File: config.mk
export PLATFORM = sky130hd
export DESIGN_NAME = hfar_seq
export DESIGN_NICKNAME = d
export VERILOG_FILES = /design/src/rtl/core/hfar_pkg.sv /design/src/rtl/core/hfar_seq.sv
export SDC_FILE = /design/constraint.sdc
export NUM_CORES = 1
export LEC_CHECK = 0
export BUFFER_PORTS_ARGS = -buffer_cell sky130_fd_sc_hd__buf_2
export CAP_MARGIN = 30
export CORE_MARGIN = 2
export CORE_UTILIZATION = 42
export CTS_CLUSTER_SIZE = 40
export DETAILED_ROUTE_END_ITERATION = 6
export PLACE_DENSITY = 0.77
export SLEW_MARGIN = 25
export SYNTH_ARGS = -nofsm -noshare
export SYNTH_HDL_FRONTEND = slang
export SYNTH_SLANG_ARGS = --single-unit
File: constraint.sdc
create_clock -name aclk -period 2.32 [get_ports aclk]
set_input_delay 0.348 -clock aclk [delete_from_list [all_inputs] [get_ports aclk]]
set_output_delay 0.348 -clock aclk [all_outputs]
set_load 0.05 [all_outputs]
File: src/rtl/core/hfar_pkg.sv
// shared types, constants and helpers for the hopfield recall engine
// used by hfar_field, hfar_seq and the top level under rtl/core; no dependencies of its own
`default_nettype none

package hfar_pkg;

    // network size and weight precision
    localparam int N_SITES     = 64;
    localparam int WEIGHT_BITS = 16;

    // fixed field widths of the request and result transactions
    localparam int IDX_BITS  = 6;
    localparam int WIN_BITS  = 16;
    localparam int TYPE_BITS = 2;

    // derived storage widths
    localparam int SITE_BITS  = (N_SITES > 1) ? $clog2(N_SITES) : 1;
    localparam int WDEPTH     = N_SITES * N_SITES;
    localparam int WADDR_BITS = $clog2(WDEPTH);
    localparam int ACC_BITS   = WEIGHT_BITS + SITE_BITS + 1;

    // request kinds
    localparam logic [TYPE_BITS-1:0] REQ_WR_WEIGHT = 2'd0;
    localparam logic [TYPE_BITS-1:0] REQ_WR_SPIN   = 2'd1;
    localparam logic [TYPE_BITS-1:0] REQ_STEP      = 2'd2;
    localparam logic [TYPE_BITS-1:0] REQ_RD_SPIN   = 2'd3;

    typedef struct packed {
        logic [TYPE_BITS-1:0]       req_type;
        logic [IDX_BITS-1:0]        row_index;
        logic [IDX_BITS-1:0]        col_index;
        logic signed [WIN_BITS-1:0] weight_value;
        logic                       spin_bit;
        logic [IDX_BITS-1:0]        start_site;
    } req_t;

    typedef struct packed {
        logic                spin_read;
        logic                converged;
        logic [IDX_BITS-1:0] flipped_site;
        logic                flipped;
    } result_t;

    // one accumulate slot issued alongside a memory read
    typedef struct packed {
        logic valid;
        logic first;
        logic own;
    } issue_t;

    // field evaluation of the site just scanned
    typedef struct packed {
        logic unstable;
        logic own;
    } status_t;

    // true when a request index addresses an existing site
    function automatic logic site_ok(input logic [IDX_BITS-1:0] idx);
        return (32'(idx) < N_SITES);
    endfunction

    function automatic logic [SITE_BITS-1:0] to_site(input logic [IDX_BITS-1:0] idx);
        return SITE_BITS'(idx);
    endfunction

    // row-major weight address
    function automatic logic [WADDR_BITS-1:0] weight_addr(
        input logic [SITE_BITS-1:0] row,
        input logic [SITE_BITS-1:0] col
    );
        return (WADDR_BITS'(row) * WADDR_BITS'(N_SITES)) + WADDR_BITS'(col);
    endfunction

    // wrap or sign extend the written coupling to the stored width
    function automatic logic [WEIGHT_BITS-1:0] fit_weight(
        input logic signed [WIN_BITS-1:0] w
    );
        return WEIGHT_BITS'(w);
    endfunction

endpackage

`default_nettype wire

File: src/rtl/core/hfar_seq.sv
// request sequencer: decodes requests, drives both rams, scans sites and
// holds the output register; depends on hfar_pkg
`default_nettype none

module hfar_seq (
    input  wire logic                              aclk,
    input  wire logic                              aresetn,
    input  wire logic                              s_valid,
    output logic                                   s_ready,
    input  wire hfar_pkg::req_t                    req,
    output logic                                   m_valid,
    input  wire logic                              m_ready,
    output hfar_pkg::result_t                      m_res,
    output logic                                   wram_we,
    output logic [hfar_pkg::WADDR_BITS-1:0]        wram_waddr,
    output logic [hfar_pkg::WEIGHT_BITS-1:0]       wram_wdata,
    output logic                                   wram_re,
    output logic [hfar_pkg::WADDR_BITS-1:0]        wram_raddr,
    output logic                                   sram_we,
    output logic [hfar_pkg::SITE_BITS-1:0]         sram_waddr,
    output logic                                   sram_wdata,
    output logic                                   sram_re,
    output logic [hfar_pkg::SITE_BITS-1:0]         sram_raddr,
    input  wire logic                              sram_rdata,
    output hfar_pkg::issue_t                       issue,
    input  wire hfar_pkg::status_t                 status
);

    typedef enum logic [2:0] {
        ST_IDLE,
        ST_SCAN,
        ST_DRAIN,
        ST_EVAL,
        ST_RDSPIN,
        ST_RESP
    } state_t;

    localparam logic [hfar_pkg::SITE_BITS-1:0] LAST_SITE =
        hfar_pkg::SITE_BITS'(hfar_pkg::N_SITES - 1);

    state_t                          state_reg, state_next;
    logic [hfar_pkg::SITE_BITS-1:0]  site_reg, site_next;
    logic [hfar_pkg::SITE_BITS-1:0]  col_reg, col_next;
    logic [hfar_pkg::SITE_BITS-1:0]  count_reg, count_next;
    logic                            rd_ok_reg, rd_ok_next;
    hfar_pkg::result_t               pend_reg, pend_next;
    hfar_pkg::result_t               m_res_reg, m_res_next;
    logic                            m_valid_reg, m_valid_next;
    logic [hfar_pkg::SITE_BITS-1:0]  first_site;

    assign first_site = hfar_pkg::site_ok(req.start_site) ?
                        hfar_pkg::to_site(req.start_site) : '0;

    always_comb begin
        state_next   = state_reg;
        site_next    = site_reg;
        col_next     = col_reg;
        count_next   = count_reg;
        rd_ok_next   = rd_ok_reg;
        pend_next    = pend_reg;
        m_res_next   = m_res_reg;
        m_valid_next = m_valid_reg;

        s_ready    = (state_reg == ST_IDLE);
        wram_we    = 1'b0;
        wram_waddr = hfar_pkg::weight_addr(hfar_pkg::to_site(req.row_index),
                                           hfar_pkg::to_site(req.col_index));
        wram_wdata = hfar_pkg::fit_weight(req.weight_value);
        wram_re    = 1'b0;
        wram_raddr = hfar_pkg::weight_addr(site_reg, col_reg);
        sram_we    = 1'b0;
        sram_waddr = hfar_pkg::to_site(req.row_index);
        sram_wdata = req.spin_bit;
        sram_re    = 1'b0;
        sram_raddr = col_reg;
        issue      = '0;

        // output transaction taken
        if (m_valid_reg && m_ready) begin
            m_valid_next = 1'b0;
        end

        unique case (state_reg)
            ST_IDLE: begin
                if (s_valid) begin
                    pend_next = '0;
                    case (req.req_type)
                        hfar_pkg::REQ_WR_WEIGHT: begin
                            wram_we    = hfar_pkg::site_ok(req.row_index) &&
                                         hfar_pkg::site_ok(req.col_index);
                            state_next = ST_RESP;
                        end
                        hfar_pkg::REQ_WR_SPIN: begin
                            sram_we    = hfar_pkg::site_ok(req.row_index);
                            state_next = ST_RESP;
                        end
                        hfar_pkg::REQ_STEP: begin
                            site_next  = first_site;
                            col_next   = '0;
                            count_next = '0;
                            state_next = ST_SCAN;
                        end
                        default: begin
                            sram_re    = 1'b1;
                            sram_raddr = hfar_pkg::to_site(req.row_index);
                            rd_ok_next = hfar_pkg::site_ok(req.row_index);
                            state_next = ST_RDSPIN;
                        end
                    endcase
                end
            end
            // read one weight and one spin per cycle along the row
            ST_SCAN: begin
                wram_re     = 1'b1;
                sram_re     = 1'b1;
                issue.valid = 1'b1;
                issue.first = (col_reg == '0);
                issue.own   = (col_reg == site_reg);
                if (col_reg == LAST_SITE) begin
                    col_next   = '0;
                    state_next = ST_DRAIN;
                end else begin
                    col_next = col_reg + 1'b1;
                end
            end
            ST_DRAIN: begin
                state_next = ST_EVAL;
            end
            // flip the first unstable site, report convergence once every site is stable, or move on to the next
            ST_EVAL: begin
                if (status.unstable) begin
                    sram_we                = 1'b1;
                    sram_waddr             = site_reg;
                    sram_wdata             = ~status.own;
                    pend_next.flipped      = 1'b1;
                    pend_next.flipped_site = hfar_pkg::IDX_BITS'(site_reg);
                    state_next             = ST_RESP;
                end else if (count_reg == LAST_SITE) begin
                    pend_next.converged = 1'b1;
                    state_next          = ST_RESP;
                end else begin
                    count_next = count_reg + 1'b1;
                    site_next  = (site_reg == LAST_SITE) ? '0 : site_reg + 1'b1;
                    state_next = ST_SCAN;
                end
            end
            ST_RDSPIN: begin
                pend_next.spin_read = rd_ok_reg & sram_rdata;
                state_next          = ST_RESP;
            end
            // hand the result to the output register once it is free
            ST_RESP: begin
                if (!m_valid_reg || m_ready) begin
                    m_valid_next = 1'b1;
                    m_res_next   = pend_reg;
                    state_next   = ST_IDLE;
                end
            end
            default: begin
                state_next = ST_IDLE;
            end
        endcase
    end

    always_ff @(posedge aclk) begin
        site_reg  <= site_next;
        col_reg   <= col_next;
        count_reg <= count_next;
        rd_ok_reg <= rd_ok_next;
        pend_reg  <= pend_next;
        m_res_reg <= m_res_next;
        if (!aresetn) begin
            state_reg   <= ST_IDLE;
            m_valid_reg <= 1'b0;
        end else begin
            state_reg   <= state_next;
            m_valid_reg <= m_valid_next;
        end
    end

    assign m_valid = m_valid_reg;
    assign m_res   = m_res_reg;

endmodule

`default_nettype wire

# Yosys cells after proc, flatten, opt, wreduce, memory -nomap -nowiden

Index checks and enable logic that the tools add are counted.

Register bits after elaboration: 40
Bits in latches: 0
Memory bits (writable): 0
Bits in read-only memories: 0
Input port bits: 44
Output and inout bits: 71
Logic and storage cells: 104
Memories kept: 0

Add/subtract/negate cells: 5
$mul: 0
Div/mod/pow operators: 0
Order comparisons: 0
Equal/unequal tests: 19
Shift operators: 0
Muxes and demuxes: 48
Bitwise gates (word level): 1
Reduce and logical (&&, ||, !) cells: 18

Operators by type and width:

| operator            | number |
|---|---|
| $mux 6              | 15 |
| $pmux 6 s2          | 3 |
| $add 12x6->12       | 2 |
| $add 6x1->6 const B | 3 |
| $eq 6x6->1 const B  | 3 |
| $mux 3              | 6 |
| $pmux 3 s6          | 1 |
| $mux 1              | 16 |
| $pmux 8 s2          | 1 |
| $ne 2x2->1 const B  | 7 |
| $mux 9              | 1 |
| $reduce_and 3->1    | 3 |
| $mux 7              | 1 |
| $eq 3x2->1 const B  | 2 |
| $eq 3x3->1 const B  | 2 |
| $eq 6x6->1          | 1 |
| $logic_not 6->1     | 1 |
| $pmux 1 s2          | 3 |
| $pmux 3 s2          | 1 |
| $reduce_bool 2->1   | 3 |
| $reduce_and 5->1    | 1 |
| $reduce_and 2->1    | 2 |
| $reduce_and 4->1    | 1 |
| $eq 3x1->1 const B  | 1 |
| 11 further kinds    | 11 |

# Logic depth before layout (Yosys ltp)

Word-level depth: 5
Depth in mapped cells: 8
Gate-level depth less buffers: 6

# Worst setup path after synthesis

No wires, ideal clock.

Kind: register to output
Start point: register col_reg[2] (netlist name)
End point: output issue[0] (netlist name)
Data arrival time: 2.644 ns
Required time: 1.972 ns
Slack: -0.672 ns
Stages on the path, launching flop included: 5
Buffers on the path: 1
Cells stage by stage: edfxtp_1 buf_2 xnor2_1 nand4_1 nor4_1

RTL lines:

| what                   | RTL line        | RTL |
|---|---|---|
| start, declared        | hfar_seq.sv:43  | `logic [hfar_pkg::SITE_BITS-1:0] col_reg, col_next;` |
| start signal, assigned | hfar_seq.sv:167 | `col_reg <= col_next;` |
| end, declared          | hfar_seq.sv:25  | `output hfar_pkg::issue_t issue,` |

# Worst setup path in the final report

Start point: register state_reg[0]
End point: output sram_waddr[2] (netlist name)

Longest elaborated chain between the ends: 2

RTL lines:

| what                   | RTL line        | RTL |
|---|---|---|
| start, declared        | hfar_seq.sv:41  | `state_t state_reg, state_next;` |
| start signal, assigned | hfar_seq.sv:176 | `state_reg <= state_next;` |
| $eq 3x2->1             | hfar_seq.sv:83  | `unique case (state_reg)` |
| $mux 6                 | hfar_seq.sv:83  |  |
| end, declared          | hfar_seq.sv:20  | `output logic [hfar_pkg::SITE_BITS-1:0] sram_waddr,` |

No other way between the ends.

==> results by group <==
Timing
  – Max-slew violation total from the final report: 0
  – Max-Slew Margin vs Limit: 0.415
  – Fin crit period: 2220 ps
  – Setup violations, final: 0
  – RSZ-0062 raised after global routing: no
  – Pin slew with the least headroom to its limit: 870 ps
  – Setup TNS Final: 0 ps
  – Tcrit/Tclk final: 0.956
  – Worst hold slack: 295 ps
  – PnR worst setup slack: 101 ps
  – Setup Skew: roughly 3.1 ps
  – Max Clk Rate: 451 MHz
  – Final Hold Fails: 0

Outcome
  – Status: finished, final reports clean

Yosys
  – Xor/xnor share of the synthesized area: 0.0681
  – Area share of fa/ha/maj cells after synthesis: 0.0216
  – Largest family of logic cells by synthesized area: simple AND/OR/NAND/NOR gates
  – Top cells by area, synth: edfxtp_1, buf_4, mux2_1, dfxtp_1, xnor2_1
  – EDFF count, synth: 36
  – Main synth FF type: edfxtp_1
  – Count of distinct cell types in the synthesized netlist: around 40
  – Simple-Gate Fraction of Synth Area: 0.177
  – Synth area leader: edfxtp_1
  – Top cell type's share of synthesized area: 0.467
  – Async SR Flop Fraction: 0
  – Mapped cell area: 0.00231 mm2
  – Gate count after technology mapping: 219
  – Mux contribution to synthesized area: 0.0487
  – Mean Syn Cell Area: between 10 and 15 um2
  – #FFs+latches synth: 40
  – Syn nets: ~270
  – Post-synthesis compound-gate area fraction: 0.0584
  – Post-synthesis sequential area ratio: 0.502
  – Synth Warn #: 0

Clock network
  – Clock Sinks: 40
  – Cts bufs inserted: 5
  – Clock Root Buffer: clkbuf_8
  – Clock Pin Slew Worst Setup and Hold Paths: 80 ps
  – Clock latency on the worst-skew pair: approximately 290 ps
  – CTS Hold Bufs: 0
  – CTS tree: built
  – # H-tree levels: 2
  – Max clock buf depth: 2

Worst setup path
  – CP endpoint kind: primary output
  – Worst r2r path cells: 7
  – Peak fanout along the critical path: 12
  – Worst setup SP type: flop
  – CP Class: reg -> out
  – Arr. time, crit path: 1870 ps
  – Worst Path Required: 1970 ps

Floorplanning
  – Boundary Pins: about 120
  – Row count: 27
  – Die extent in y: 78.2 um
  – Starting Density: 0.428
  – Die Wd: between 70 and 80 um
  – Core Area: roughly 0.0054 mm2
  – Die ar.: 0.00612 mm2

Power and ir drop
  – Register share of total power: 0.388
  – Pint: around 1.7 mW
  – Net Sw Power: 1.52 mW
  – Leak Pwr: 1.13 nW
  – Net Sw Frac: 0.478
  – Combinational share of power: 0.469
  – Power Density: 1190 mW/mm2
  – Power Total: 3.19 mW
  – Clock power frac: 0.143
  – Peak VDD IR: 0.414 mV

Flow run
  – Max Cap Violations: 0

Detailed routing
  – Router iterations before antenna repair: 4
  – Vias post-DR: 1,730
  – Routed wire length: 4910 um
  – # DRC: 0
  – Detailed Route Iter0 Violations: ~120
  – Post-route ant nets: 0
  – Per-cell routed wire length: 14.5 um
  – Via-to-Cell Ratio: 5.10

Cells and area
  – Fillcell total: ~490
  – Share of post-route cells with drive strength above 1: 0.375
  – Non-filler instance count after layout: around 340
  – Commonest non-fill, non-tap cell in the layout: buf_2
  – Most frequent cells in the layout: buf_2, edfxtp_1, nand2_1
  – Design area: 0.00268 mm2
  – ANT cells: 0
  – Fin util: 0.496
  – Final net count: 314
  – Area delta synth->final: 15.8%

Place
  – IO Port Bufs: 70
  – Post-DP HPWL: between 3000 and 4000 um
  – DP Cell Count: 329
  – Final GP Congestion: 0.845
  – DP Worst Slack: 165 ps
  – Placed cell areas: about 0.0026 mm2

Hold path
  – Hold Crit Class: in -> reg
  – Depth of the worst hold-timing path: 3

GRT
  – GRT Total Usage: 0.162
  – Met1 usage: 0.189
  – Initial antenna violation count: 0
  – First-pass GRT wire length: 7580 um
  – Top Usage Layer GRT: met2
  – GR Layer Usage met2: 0.284
  – Largest net degree at the start of global routing: 15
  – Total grt overflow: 0
  – Vias in the first global route: 1,611
  – Met3 Use GR: 0.0483
## cell families (layout without fill, tap and decap cells)
kind of cell / Yosys count / count (layout)
fa+ha+maj: 4 / 4
xor+xnor: 18 / 18
flops: 40 / 40
buf+inv: 44 / 92
compound gates: 23 / 23
mux: 10 / 10
simple gates: 80 / 80
## per-layer routing
layer / wire length, um / vias up / part of all wire
met5: 0 / - / 0
met1: 2030 / 830 / 0.41
met2: 2470 / 65 / 0.50
li1: - / 828 / -
met3: 327 / 7 / 0.067
met4: 77 / 0 / 0.016
## final timing paths
path / to / slack [ps] / startpoint
setup / recovery: sram_waddr[2] / 100 / state_reg[0]$_SDFFE_PN0P_
hold / removal: state_reg[1]$_SDFFE_PN0P_ / 300 / aresetn
setup reg to reg: site_reg[5]$_DFFE_PP_ / 340 / count_reg[0]$_SDFFCE_PP0P_
hold reg to reg: m_res[1]$_DFFE_PP_ / 430 / pend_reg[1]$_SDFFCE_PP0P_
## Yosys cell counts, types with 6 or more instances
library cell / n
xor2_1: 9
xnor2_1: 9
mux2_1: 9
nand3_1: 9
nor3_1: 6
and2_1: 7
edfxtp_1: 36
buf_4: 29
nor2_1: 15
nand2_1: 20
o21ai_0: 8
## power by group through the flow
stage / Sequential (mW) / Clock [mW] / Combinational, mW
after floorplan: 1.45 / 0 / 1.03
after global placement: 1.24 / 0 / 1.46
after detailed placement: 1.25 / 0 / 1.48
after CTS: 1.24 / 0.465 / 1.49
after global routing: 1.27 / 0.500 / 1.60
final: 1.24 / 0.455 / 1.50
## timing repair
action / 4_1_cts / 5_1_grt
resized for setup: 3 / 5
gates cloned: 0 / 0
buffers inserted: 0 / 2
pin swaps: 0 / 2
setup endpoints to repair: 7 / 10
## area by class of cell
type                    count  area, um2  area share
well taps                  72       90.1      0.0336
flip-flops and latches     40       1170       0.436
clock buffers               5       68.8      0.0257
multi-input cells         135        896       0.334
clock inverters             3       18.8     0.00701
repair buffers             78        413       0.154
inverters                   6       25.0     0.00934
## critical path, cell delays in order, from the launching register on
cell and delay [ps]:
dfxtp_2 380, nand2_1 100, or2_1 260, inv_4 130
nand2_4 140, mux2_1 350, buf_2 220
No activity file was read; power rests on OpenSTA's default activity.
