**src/rtl/core/hfar_pkg.sv**
```systemverilog
// shared types, constants and helpers for the hopfield recall engine
// used by hfar_field, hfar_seq and the top level under rtl/core; no dependencies of its own
`default_nettype none

package hfar_pkg;

    // network size and weight precision
    localparam int N_SITES     = 64;
    localparam int WEIGHT_BITS = 16;

    // fixed field widths of the request and result transactions
    localparam int IDX_BITS  = 6;
    localparam int WIN_BITS  = 16;
    localparam int TYPE_BITS = 2;

    // derived storage widths
    localparam int SITE_BITS  = (N_SITES > 1) ? $clog2(N_SITES) : 1;
    localparam int WDEPTH     = N_SITES * N_SITES;
    localparam int WADDR_BITS = $clog2(WDEPTH);
    localparam int ACC_BITS   = WEIGHT_BITS + SITE_BITS + 1;

    // request kinds
    localparam logic [TYPE_BITS-1:0] REQ_WR_WEIGHT = 2'd0;
    localparam logic [TYPE_BITS-1:0] REQ_WR_SPIN   = 2'd1;
    localparam logic [TYPE_BITS-1:0] REQ_STEP      = 2'd2;
    localparam logic [TYPE_BITS-1:0] REQ_RD_SPIN   = 2'd3;

    typedef struct packed {
        logic [TYPE_BITS-1:0]       req_type;
        logic [IDX_BITS-1:0]        row_index;
        logic [IDX_BITS-1:0]        col_index;
        logic signed [WIN_BITS-1:0] weight_value;
        logic                       spin_bit;
        logic [IDX_BITS-1:0]        start_site;
    } req_t;

    typedef struct packed {
        logic                spin_read;
        logic                converged;
        logic [IDX_BITS-1:0] flipped_site;
        logic                flipped;
    } result_t;

    // one accumulate slot issued alongside a memory read
    typedef struct packed {
        logic valid;
        logic first;
        logic own;
    } issue_t;

    // field evaluation of the site just scanned
    typedef struct packed {
        logic unstable;
        logic own;
    } status_t;

    // true when a request index addresses an existing site
    function automatic logic site_ok(input logic [IDX_BITS-1:0] idx);
        return (32'(idx) < N_SITES);
    endfunction

    function automatic logic [SITE_BITS-1:0] to_site(input logic [IDX_BITS-1:0] idx);
        return SITE_BITS'(idx);
    endfunction

    // row-major weight address
    function automatic logic [WADDR_BITS-1:0] weight_addr(
        input logic [SITE_BITS-1:0] row,
        input logic [SITE_BITS-1:0] col
    );
        return (WADDR_BITS'(row) * WADDR_BITS'(N_SITES)) + WADDR_BITS'(col);
    endfunction

    // wrap or sign extend the written coupling to the stored width
    function automatic logic [WEIGHT_BITS-1:0] fit_weight(
        input logic signed [WIN_BITS-1:0] w
    );
        return WEIGHT_BITS'(w);
    endfunction

endpackage

`default_nettype wire

```
**src/rtl/core/hfar_field.sv**
```systemverilog
// local field accumulator: sums signed weight times spin over one weight row
// depends on hfar_pkg; fed by the weight and spin ram read ports
`default_nettype none

module hfar_field (
    input  wire logic                            aclk,
    input  wire logic                            aresetn,
    input  wire hfar_pkg::issue_t                issue,
    input  wire logic [hfar_pkg::WEIGHT_BITS-1:0] weight_q,
    input  wire logic                            spin_q,
    output hfar_pkg::status_t                    status
);

    hfar_pkg::issue_t                         slot_reg;
    logic signed [hfar_pkg::ACC_BITS-1:0]     acc_reg;
    logic signed [hfar_pkg::ACC_BITS-1:0]     acc_next;
    logic                                     own_reg;
    logic                                     own_next;
    logic signed [hfar_pkg::ACC_BITS-1:0]     w_ext;
    logic signed [hfar_pkg::ACC_BITS-1:0]     term;

    // signed term for the weight now on the ram output
    always_comb begin
        w_ext = hfar_pkg::ACC_BITS'(signed'(weight_q));
        term  = spin_q ? w_ext : -w_ext;
        acc_next = acc_reg;
        own_next = own_reg;
        if (slot_reg.valid) begin
            acc_next = (slot_reg.first ? '0 : acc_reg) + term;
            if (slot_reg.own) begin
                own_next = spin_q;
            end
        end
    end

    // slot is registered to line up with the registered ram read
    always_ff @(posedge aclk) begin
        acc_reg <= acc_next;
        own_reg <= own_next;
        if (!aresetn) begin
            slot_reg <= '0;
        end else begin
            slot_reg <= issue;
        end
    end

    // a zero field is stable
    always_comb begin
        status.own      = own_reg;
        status.unstable = own_reg ? (acc_reg < 0) : (acc_reg > 0);
    end

endmodule

`default_nettype wire

```
**config.mk**
```make
export PLATFORM = sky130hd
export DESIGN_NAME = hfar_field
export DESIGN_NICKNAME = d
export VERILOG_FILES = /design/src/rtl/core/hfar_pkg.sv /design/src/rtl/core/hfar_field.sv
export SDC_FILE = /design/constraint.sdc
export NUM_CORES = 1
export LEC_CHECK = 0
export BUFFER_PORTS_ARGS = -buffer_cell sky130_fd_sc_hd__buf_2
export CAP_MARGIN = 20
export CORE_MARGIN = 1
export CORE_UTILIZATION = 30
export CTS_CLUSTER_DIAMETER = 150
export DETAILED_ROUTE_END_ITERATION = 7
export PLACE_DENSITY = 0.57
export SYNTH_ARGS = -nofsm -noshare
export SYNTH_HDL_FRONTEND = slang
export SYNTH_SLANG_ARGS = --single-unit
```
**constraint.sdc**
```tcl
create_clock -name aclk -period 4.05 [get_ports aclk]
set_input_delay 0.405 -clock aclk [delete_from_list [all_inputs] [get_ports aclk]]
set_output_delay 0.405 -clock aclk [all_outputs]
set_load 0.01 [all_outputs]
```
# == After elaboration in Yosys (flattened, before gate mapping) ==
# Cells that the tools add are included.
# word_totals
word_cells,13
input_bits,22
out_inout_bits,2
ff_bits,27
# op_classes
n_reduce_logical,1
addsub,2
mux,3
n_lt_le_gt_ge,2
# op_table
cell,count
two-way mux 23 bit,2
adder 23 bit,1
> comparator 23 x 1 -> 1 bit (second input constant),1
less-than comparator 23 x 1 -> 1 bit (second input constant),1
negation 16 -> 23 bit,1
AND reduction 2 bit,1
two-way mux 1 bit,1

# == Longest topological paths before layout ==
# Gate-level depths: netlist of run 1.
# depth
ltp_word,3
ltp_mapped,12
ltp_nobuf,12

# == Worst setup path after synthesis of run 1 ==
# No wires, ideal clock.
# synth_path
path_kind,input port to flip-flop
start,input port weight_q[4] (netlist name)
end,register acc_reg[22] (netlist name) (data pin)
arrival_ps,2889
path_stages,12
t_required_ps,3791
path_slack_ps,902
n_path_buf,0
cell_sequence,or4_4 -> nor3_4 -> and3_2 -> a21oi_1 -> mux2_2 -> ha_1 -> a21oi_1 -> o21ai_0 -> a31oi_1 -> nand2_1 -> a21oi_1 -> xnor2_1
# synth_between
elab_chain_cells,3
# synth_lines
item,line,source
start: declaration,hfar_field.sv:9,"input wire logic [hfar_pkg::WEIGHT_BITS-1:0] weight_q,"
negation 16 -> 23 bit,hfar_field.sv:25,term = spin_q ? w_ext : -w_ext;
two-way mux 23 bit *,hfar_field.sv:25,
adder 23 bit *,hfar_field.sv:29,acc_next = (slot_reg.first ? '0 : acc_reg) + term;
end signal: assignment,hfar_field.sv:38,acc_reg <= acc_next;
end: declaration,hfar_field.sv:15,logic signed [hfar_pkg::ACC_BITS-1:0] acc_reg;
# Every way passes the cells marked *; elsewhere a longest branch is shown, timed or not.
# A chain may end at the register's enable or synchronous reset.

# == Worst setup path in the final report of run 1 ==
# layout_path
start,input port weight_q[4] (netlist name)
end,register acc_reg[20] (netlist name) (data pin)
# Same word-level chain as after synthesis.

==> impl_results.md, run 1 <==
- H-tree depth: 1
- CTS sink cnt: 27
- Post-synth ARST share: 0%
- Syn nets: between 300 and 400
- Area leader, netlist: edfxtp_1
- Sequential area share after synthesis: between 30% and 40%
- Via count: about 2,200
- Final min period: around 3300 ps
- Tcrit/Tclk final: 82.4%
- Largest net degree at the start of global routing: 25
- Hold Crit Class: primary input to register
- CP delay by family, top: simple AND/OR/NAND/NOR gates
- Avg WL per Cell: ~15 um
- First-pass GRT wire length: between 10 and 15 mm
- Crit Path Category: primary input to register
- Met1 WL: between 2 and 3 mm
- Top layer in use: met4
- Syn Inst Count: 290
- Prevailing post-synth register cell: edfxtp_1
- Max reg flops: 23
- Comb power frac: 46.6%
- Yosys warns: 0
- Placed Instances: a little over 400
- Avg Inst Size Synth: 8.85 sq um
- Reg clk slew, reported paths: roughly 100 ps
- CTS tree: built
- Max VDD drop: 0.000181 V
- Hold-fix buffers, CTS: 0
- Buf/Inv on CP: 1
- HPWL after detailed placement: between 5 and 6 mm
- Kind of end point of the critical path: register
- Vias per cell: 5.18
- Die width: 94.5 um
- Post-CTS setup buffers: 0
- Leak: roughly 1.2 nW
- Worst EP arrival: ~3400 ps
- Clock buffer depth: 2
- Critical path, cell by cell: buf_2 -> or4_4 -> nor3_4 -> and3_2 -> a21oi_1 -> xor2_1 -> ha_1 -> a21oi_1 -> o21bai_1 -> a21oi_1 -> nand4_1 -> a311oi_1 -> xnor2_1
- Crit-path max FO: 7
- Worst-Margin Slew: between 500 and 600 ps
- Row Count: 33
- Worst path slowest cell: or4_4
- Grt total ovfl: 0
- #FFs+latches synth: 27
- RR Startpoint: slot_reg[1]$_SDFF_PN0_
- Startpoint types: primary input
- Min-Delay Startpoint: issue[2]
- Outcome: finished, final reports clean
- Crit path top cell by count: a21oi_1
- Antenna Nets Post-Route: 0
- Vias in the first global route: around 2,100
- Setup TNS: 0 ps
- CP peak stage delay: approximately 560 ps
- Ratio of cells with drive above 1 in the final layout: roughly 13%
- Met2 wire len: a little under 3 mm
- Count of different cell masters after synthesis: 43
- P&R area growth vs syn: 10.7%
- Post-synth top area share: roughly 28%
- Clk Latency, worst-skew pair: 290 ps
- CP Launch Point: weight_q[4]
- Final Util: between 30% and 40%
- Final hold violations: 0
- Switch Pwr: slightly below 0.4 mW
- Slew HR: between 60% and 70%
- Nets: between 300 and 400
- Power Total: 1.04 mW
- Root Buffer: clkbuf_8
- Starting density of the core: 31.1%
- Layout Skew: 5.72 ps
- PwrDens: between 300 and 400 mW/mm^2
- Seq pwr share: a little under two fifths
- Pre-Repair DR Iteration Count: 4
- Die area: between 0.008 and 0.009 sq mm
- IO buf count: 23
- Critical Path RT: 4100 ps
- Post-Syn Area: ~0.0026 sq mm
- Fin cells: 417
- Fmax: 300 MHz
- Initial antenna violation count: 0
- Switching share of power: around 38%
- Cts bufs inserted: 3
- Max-Cap Viols: 0
- Total GRT Usage: between 10% and 20%
- Synth area leaders: edfxtp_1, ha_1, xor2_1, nor2b_1, a21oi_1
- Final Setup Violations: 0
- WL met3: a little under 300 um
- Number of flops mapped to enable cells by yosys: 24
- P_int: about 0.65 mW
- GPL Wtd Cong: 0.921
- Final wirelength: between 6 and 7 mm
- Die height: between 90 and 100 um
- RSZ-0062 raised after global routing: no
- Clock network power share: between 10% and 20%
- ANT cells: 0
- Number of remaining DRC errors: 0
- Max-slew violations: 0
- IO Count: 24
- Post-cts sizing count: 0
- Core area: just over 0.008 sq mm
- Initial DRC count: 108
## cell usage in the layout, fill, tap and decap left out, types with 6 or more instances in the layout
cell type / n
a21o_1: 12
a21oi_1: 30
a31oi_1: 10
buf_2: 23
edfxtp_1: 24
ha_1: 24
inv_1: 12
nand2_1: 22
nor2_1: 20
nor2b_1: 25
nor3_1: 7
nor4_1: 6
o211ai_1: 6
o21ai_0: 7
xnor2_1: 15
xor2_1: 18
## through the flow
step	area [sq um]	worst slack (ps)	hold WS [ps]
after floorplan	2570	902	504
after global placement	2790	455	539
after detailed placement	2790	452	544
after CTS	2840	767	308
after global routing	2840	555	315
final	2840	715	310
## logic make-up (layout without fill, tap and decap cells)
logic type	Yosys count	count (layout)	share of synthesized area (%)
flip-flops	27	27	30.4
AND/OR/NAND/NOR	104	104	21.7
buffers and inverters	19	41	3.07
multiplexers	4	4	1.76
AO/OA/AOI/OAI	77	77	18.6
adder cells (fa/ha/maj)	25	25	12.5
XOR/XNOR	34	34	11.9
## cell type report
class	count	area [sq um]
clock buffers	3	41.3
repair buffers	25	130
fillers	864	5420
clock inverters	1	5.00
multi-input cells	244	1710
flip-flops and latches	27	781
well taps	105	131
inverters	12	45.0
## power by group through the flow
stage                     clock network [mW]  registers, mW  logic, mW
after floorplan                            0          0.389      0.374
after global placement                     0          0.396      0.480
after detailed placement                   0          0.396      0.483
after CTS                              0.175          0.390      0.487
after global routing                   0.178          0.394      0.548
final                                  0.167          0.389      0.486
## routing by layer
layer,up-vias,GRT usage (%)
met5,-,0
met4,0,3.66
met3,6,2.50
met2,45,25.3
met1,1005,20.5
li1,1102,-
## final timing paths
path	endpoint	slack [ps]	cells after the start
max	acc_reg[20]$_DFFE_PP_	710	13
min	slot_reg[2]$_SDFF_PN0_	310	2
max reg2reg	acc_reg[18]$_DFFE_PP_	970	10
min reg2reg	own_reg$_DFFE_PP_	560	1
## synth_stat cells (6+ instances only)
| cell | count |
|---|---|
| xor2_1 | 18 |
| a31oi_1 | 10 |
| o21ai_0 | 7 |
| a21oi_1 | 30 |
| inv_1 | 12 |
| xnor2_1 | 15 |
| a21o_1 | 12 |
| ha_1 | 24 |
| edfxtp_1 | 24 |
| nor3_1 | 7 |
| nor2b_1 | 25 |
| nand2_1 | 22 |
| o211ai_1 | 6 |
| nor2_1 | 20 |
| nor4_1 | 6 |
## worst reg2reg max path, delay by kind of cell (launching register included)
kind | cells | cell delay (ps)
compound gates | 4 | 1110
xor+xnor | 1 | 160
fa+ha+maj | 2 | 650
buf+inv | 1 | 70
flops | 1 | 480
simple gates | 2 | 360
No activity file was read; power rests on OpenSTA's default activity.
==> run 2: changes to the inputs <==
- clock period: 4.05 -> 3.07 ns (I/O delays scaled with it)
==> run 2 against run 1 <==
Sequential share of layout area down 5.2 points. Worst hold slack worse by 100 ps. Utilization up 8.1 points. Non-clock buffer count up 62. Global-route usage up 1.2 points. Combinational power up 93%. Clock skew up 1.3 ps. Clock power up 34%.
==> impl_results.md, run 2 (synthesized netlist as in run 1, its figures left out) <==
- Pre-Repair DR Iteration Count: 4
- PwrDens: approximately 480 mW/mm^2
- Hold-fix buffers, CTS: 0
- Die height: 94.5 um
- Final hold violations: 0
- HPWL after detailed placement: ~5.7 mm
- H-tree depth: 1
- Number of remaining DRC errors: 0
- Final wirelength: 7.32 mm
- Max VDD drop: roughly 0.00025 V
- CTS sink cnt: 27
- Outcome: finished, final reports clean
- Commonest non-fill, non-tap cell in the layout: buf_4
- Reg clk slew, reported paths: 110 ps
- Setup ws final: about 74 ps
- GPL Wtd Cong: slightly above 0.9
- Fill count: 812
- P&R area growth vs syn: 36.7%
- Starting density of the core: 31.1%
- Max reg flops: 23
- Worst-Margin Slew: between 700 and 800 ps
- Crit Path Category: primary input to register
- Leak: 1.54 nW
- IO Count: 24
- Max-Cap Viols: 0
- IO buf count: 23
- Layout Skew: between 7 and 8 ps
- Slew HR: between 40% and 50%
- First-pass GRT wire length: between 10 and 15 mm
- Dpl ws: -337 ps
- Final Setup Violations: 0
- Vias per cell: around 5
- Final min period: ~3000 ps
- Critical Path RT: about 3100 ps
- Clock buffer depth: 2
- Largest net degree at the start of global routing: 17
- Row Count: 33
- WHS: between 200 and 250 ps
- Hold Crit Class: primary input to register
- Clk Latency, worst-skew pair: 290 ps
- CTS tree: built
- Via count: around 2,400
- Fmax: roughly 330 MHz
- Finished Cell Area: between 0.003 and 0.004 sq mm
- Most frequent cells in the layout: buf_4, nor2b_1, edfxtp_1, buf_2
- Ratio of cells with drive above 1 in the final layout: between 30% and 40%
- Crit-path max FO: 5
- Root Buffer: clkbuf_8
- Antenna Nets Post-Route: 0
- ANT cells: 0
- Core area: a little over 0.008 sq mm
- Initial DRC count: 90
- Initial antenna violation count: 0
- Max-slew violations: 0
- Placed inst area: about 0.0032 sq mm
- Kind of end point of the critical path: register
- Total GRT Usage: 16.4%
- Final Util: around 42%
- Vias in the first global route: around 2,300
- Tcrit/Tclk final: a little over nine tenths
- Grt total ovfl: 0
- Die width: approximately 94 um
- Nets: about 420
- Cts bufs inserted: 3
- Avg WL per Cell: roughly 15 um
- Startpoint types: primary input
- Worst EP arrival: 3040 ps
- Die area: 0.00893 sq mm
run 2: changes by cell type in the layout (fill, tap and decap cells not counted), sizes merged:
| cell | change |
|---|---|
| buf | +62 |
run 2: timing repair:
item,in CTS,in global routing
setup endpoints to repair,1,8
cloned,0,0
gates resized for setup,1,39
pin swaps,0,23
setup buffers,0,5
run 2: layout make-up:
type | count | area [sq um] | share of cell area (%)
clock buffers | 3 | 41.3 | 1.18
clock inverters | 1 | 5.00 | 0.143
inverters | 12 | 45.0 | 1.28
multi-input cells | 244 | 1890 | 53.9
flip-flops and latches | 27 | 781 | 22.3
well taps | 105 | 131 | 3.74
repair buffers | 87 | 613 | 17.5
run 2: through the flow:
stage               setup TNS [ps]  instances  power [mW]
global route                 -36.3        479        1.79
CTS                              0        474        1.57
global placement             -1720        470        1.32
detailed placement           -2000        470        1.33
finish                           0        479        1.68
floorplan                        0        290        1.01
run 2: final timing paths:
check	startpoint	endpoint	slack (ps)	cells past startpoint
worst max-delay path	weight_q[3]	acc_reg[15]$_DFFE_PP_	70	14
worst min-delay path	issue[2]	slot_reg[2]$_SDFF_PN0_	210	2
worst max register to register	acc_reg[0]$_DFFE_PP_	acc_reg[18]$_DFFE_PP_	390	11
worst min register to register	slot_reg[0]$_SDFF_PN0_	own_reg$_DFFE_PP_	580	1
run 2: critical path, cell delays in order:
cell      delay, ps
buf_6            90
or4_4           550
nor3_4          200
buf_6           130
and3_4          190
nor2_1           50
xnor2_1         200
ha_1            330
a21o_1          220
buf_4           130
a21oi_2         240
buf_4           160
a211o_1         130
o311ai_2        100
run 2: report_power, final:
part,switching [mW],total (mW),internal [mW]
Sequential,0.0273,0.515,0.488
Clock,0.132,0.224,0.0915
Combinational,0.464,0.937,0.473
run 2: metal layers:
| layer | wire [um] | vias to the layer above | track usage (%) |
|---|---|---|---|
| met5 | 0 | - | 0 |
| met4 | 157 | 0 | 4.04 |
| met3 | 356 | 12 | 3.06 |
| li1 | - | 1223 | - |
| met1 | 3270 | 1130 | 20.8 |
| met2 | 3540 | 49 | 28.6 |
==> run 3: changes to the inputs <==
- ABC_AREA: not set -> 1
- CAP_MARGIN: 20 -> 40
- SETUP_SLACK_MARGIN: not set -> 0.5
==> run 3 against run 2 <==
Sequential share of layout area is 1.1 points higher. Total power is 13% lower. Utilization is 6.4 points lower. Sequential cell count stayed put. Worst hold slack worse by 11 ps. Cell area is 4.4% lower. Clock skew is 3.4 ps higher. Maximum frequency is 24% higher.
==> impl_results.md, run 3 <==
- Outcome: finished, final reports clean
- Multi-input combinational cell area: 0.00189 sq mm
- Startpoint types: primary input
- Cts bufs inserted: 3
- Total GRT Usage: 15.7%
- Max-slew violations: 0
- Largest net degree at the start of global routing: 25
- Crit-path max FO: 4
- Sequential area share after synthesis: around 27%
- Starting density of the core: 31.2%
- Final min period: between 2000 and 2500 ps
- Max-Cap Viols: 0
- Row Count: 35
- Syn nets: between 400 and 500
- Hold Crit Class: primary input to register
- Setup TNS: 0 ps
- Area leader, netlist: edfxtp_1
- Die height: between 100 and 150 um
- Most frequent cells in the layout: nand2_1, inv_1, nor2_1, edfxtp_1
- Synth area leaders: edfxtp_1, nand2_1, inv_1, ha_1, nor2_1
- Vias per cell: 4.77
- Initial DRC count: around 220
- Avg Inst Size Synth: between 6 and 7 sq um
- IO Count: 24
- Core area: slightly above 0.009 sq mm
- Post-synth ARST share: 0%
- Initial antenna violation count: 0
- Count of different cell masters after synthesis: 33
- Syn Inst Count: approximately 450
- Leak: about 1.8 nW
- Fill count: just under 1,000
- Die area: between 0.01 and 0.015 sq mm
- Clk Latency, worst-skew pair: about 280 ps
- Synth cell count leaders: nand2_1, inv_1, nor2_1, edfxtp_1, ha_1
- Post-Syn Area: between 0.002 and 0.003 sq mm
- Critical Path RT: roughly 3100 ps
- #FFs+latches synth: 27
- Antenna Nets Post-Route: 0
- CTS sink cnt: 27
- Layout Skew: roughly 10 ps
- HPWL after detailed placement: ~6.2 mm
- Ratio of cells with drive above 1 in the final layout: between 10% and 20%
- IO buf count: 23
- Grt total ovfl: 0
- Pre-Repair DR Iteration Count: 5
- Post-synth top area share: approximately 25%
- Avg WL per Cell: roughly 13 um
- Final wirelength: 7.86 mm
- PwrDens: around 440 mW/mm^2
- Kind of end point of the critical path: register
- Number of flops mapped to enable cells by yosys: 24
- Final Setup Violations: 0
- Vias in the first global route: around 2,800
- P&R area growth vs syn: 15.6%
- Worst EP arrival: between 2000 and 2500 ps
- Worst-Margin Slew: approximately 350 ps
- Prevailing post-synth register cell: edfxtp_1
- H-tree depth: 1
- GPL Wtd Cong: between 0.8 and 0.9
- Fin cells: 605
- Clock buffer depth: 2
- Max reg flops: 23
- Tcrit/Tclk final: 78.8%
- First-pass GRT wire length: roughly 12 mm
- Number of remaining DRC errors: 0
- Placed Instances: between 500 and 600
- Storage cell area: 782 sq um
- Die width: 100 um
- RR Startpoint: slot_reg[1]$_SDFF_PN0_
- Reg2Reg Depth: 11
- Nets: between 500 and 600
- Yosys warns: 0
- Commonest non-fill, non-tap cell in the layout: nand2_1
- Final hold violations: 0
- RSZ-0062 raised after global routing: yes
- Crit Path Category: primary input to register
- CTS tree: built
- Reg clk slew, reported paths: between 100 and 150 ps
- Via count: roughly 2,900
- CP Launch Point: weight_q[0]
- WHS: about 200 ps
- ANT cells: 0
- Worst hold stages: 3
- Fmax: around 410 MHz
- Max VDD drop: roughly 0.00017 V
- Cell with the most instances after synthesis: nand2_1
- Root Buffer: clkbuf_8
- Min-Delay Startpoint: issue[1]
- Slew HR: around three quarters
## run 3: changes by cell type after synthesis, moves of 20 or more
cell,delta
nor2b_1,-25
nand2_1,+107
nand3_1,+20
nor2_1,+39
inv_1,+69
## run 3: layer usage
layer  up-vias  GRT usage [%]  part of all wire [%]
li1       1470              -                     -
met2        94           25.8                    45
met1      1305           21.0                    48
met4         0           7.36                   3.1
met3        18           1.11                   4.7
met5         -              0                     0
## run 3: final timing paths
check	to	slack, ps
min reg2reg	own_reg$_DFFE_PP_	530
min	slot_reg[1]$_SDFF_PN0_	200
max	acc_reg[16]$_DFFE_PP_	650
max reg2reg	acc_reg[16]$_DFFE_PP_	790
## run 3: what timing repair did
action / CTS / global route
hold buffers: 0 / 0
gates resized for setup: 0 / 26
buffers inserted: 0 / 1
setup endpoints to repair: 0 / 10
hold endpoints to repair: 0 / 0
## run 3: power by group
group          internal [mW]  switching [mW]
Combinational          0.271           0.471
Clock                 0.0913           0.123
Sequential             0.480          0.0239
Total                  0.842           0.618
## run 3: final cells by class
cell class              count  area share [%]
repair buffers             28            4.63
repair inverters            1           0.149
flip-flops and latches     27            23.3
clock inverters             1           0.149
multi-input cells         333            56.3
inverters                  83            9.40
well taps                 129            4.81
clock buffers               3            1.23
## run 3: kinds of logic after synthesis
logic type / count (synthesis) / share of synthesized area (%)
and+or+nand+nor: 242 / 35.2
xor gates and xnor gates: 25 / 7.55
AOI/OAI and AO/OA: 41 / 7.89
adders and majority gates: 25 / 11.0
DFF: 27 / 26.9
buffers and inverters: 87 / 11.4
## run 3: worst max-delay path, cell delays in order
cell     delay, ps
buf_2          110
inv_1           90
ha_1           190
nand2_1        130
o21ai_0        220
xor2_1         270
ha_1           330
nand2_2        130
inv_1           40
nand2_1         60
nand3_1        100
a21o_1         220
nand2_1        120
nand2_1         60
nand2_1         60
nand2_1         60
## run 3: stage by stage
step / total power, mW / instance area [sq um] / util [%] / setup slack (ps)
after detailed placement: 1.20 / 3190 / 34.3 / 283
after CTS: 1.41 / 3230 / 34.8 / 554
after floorplan: 1.02 / 2900 / - / 769
final: 1.46 / 3350 / 36.1 / 651
after global routing: 1.58 / 3350 / 36.1 / 406
after global placement: 1.20 / 3190 / 34.3 / 241
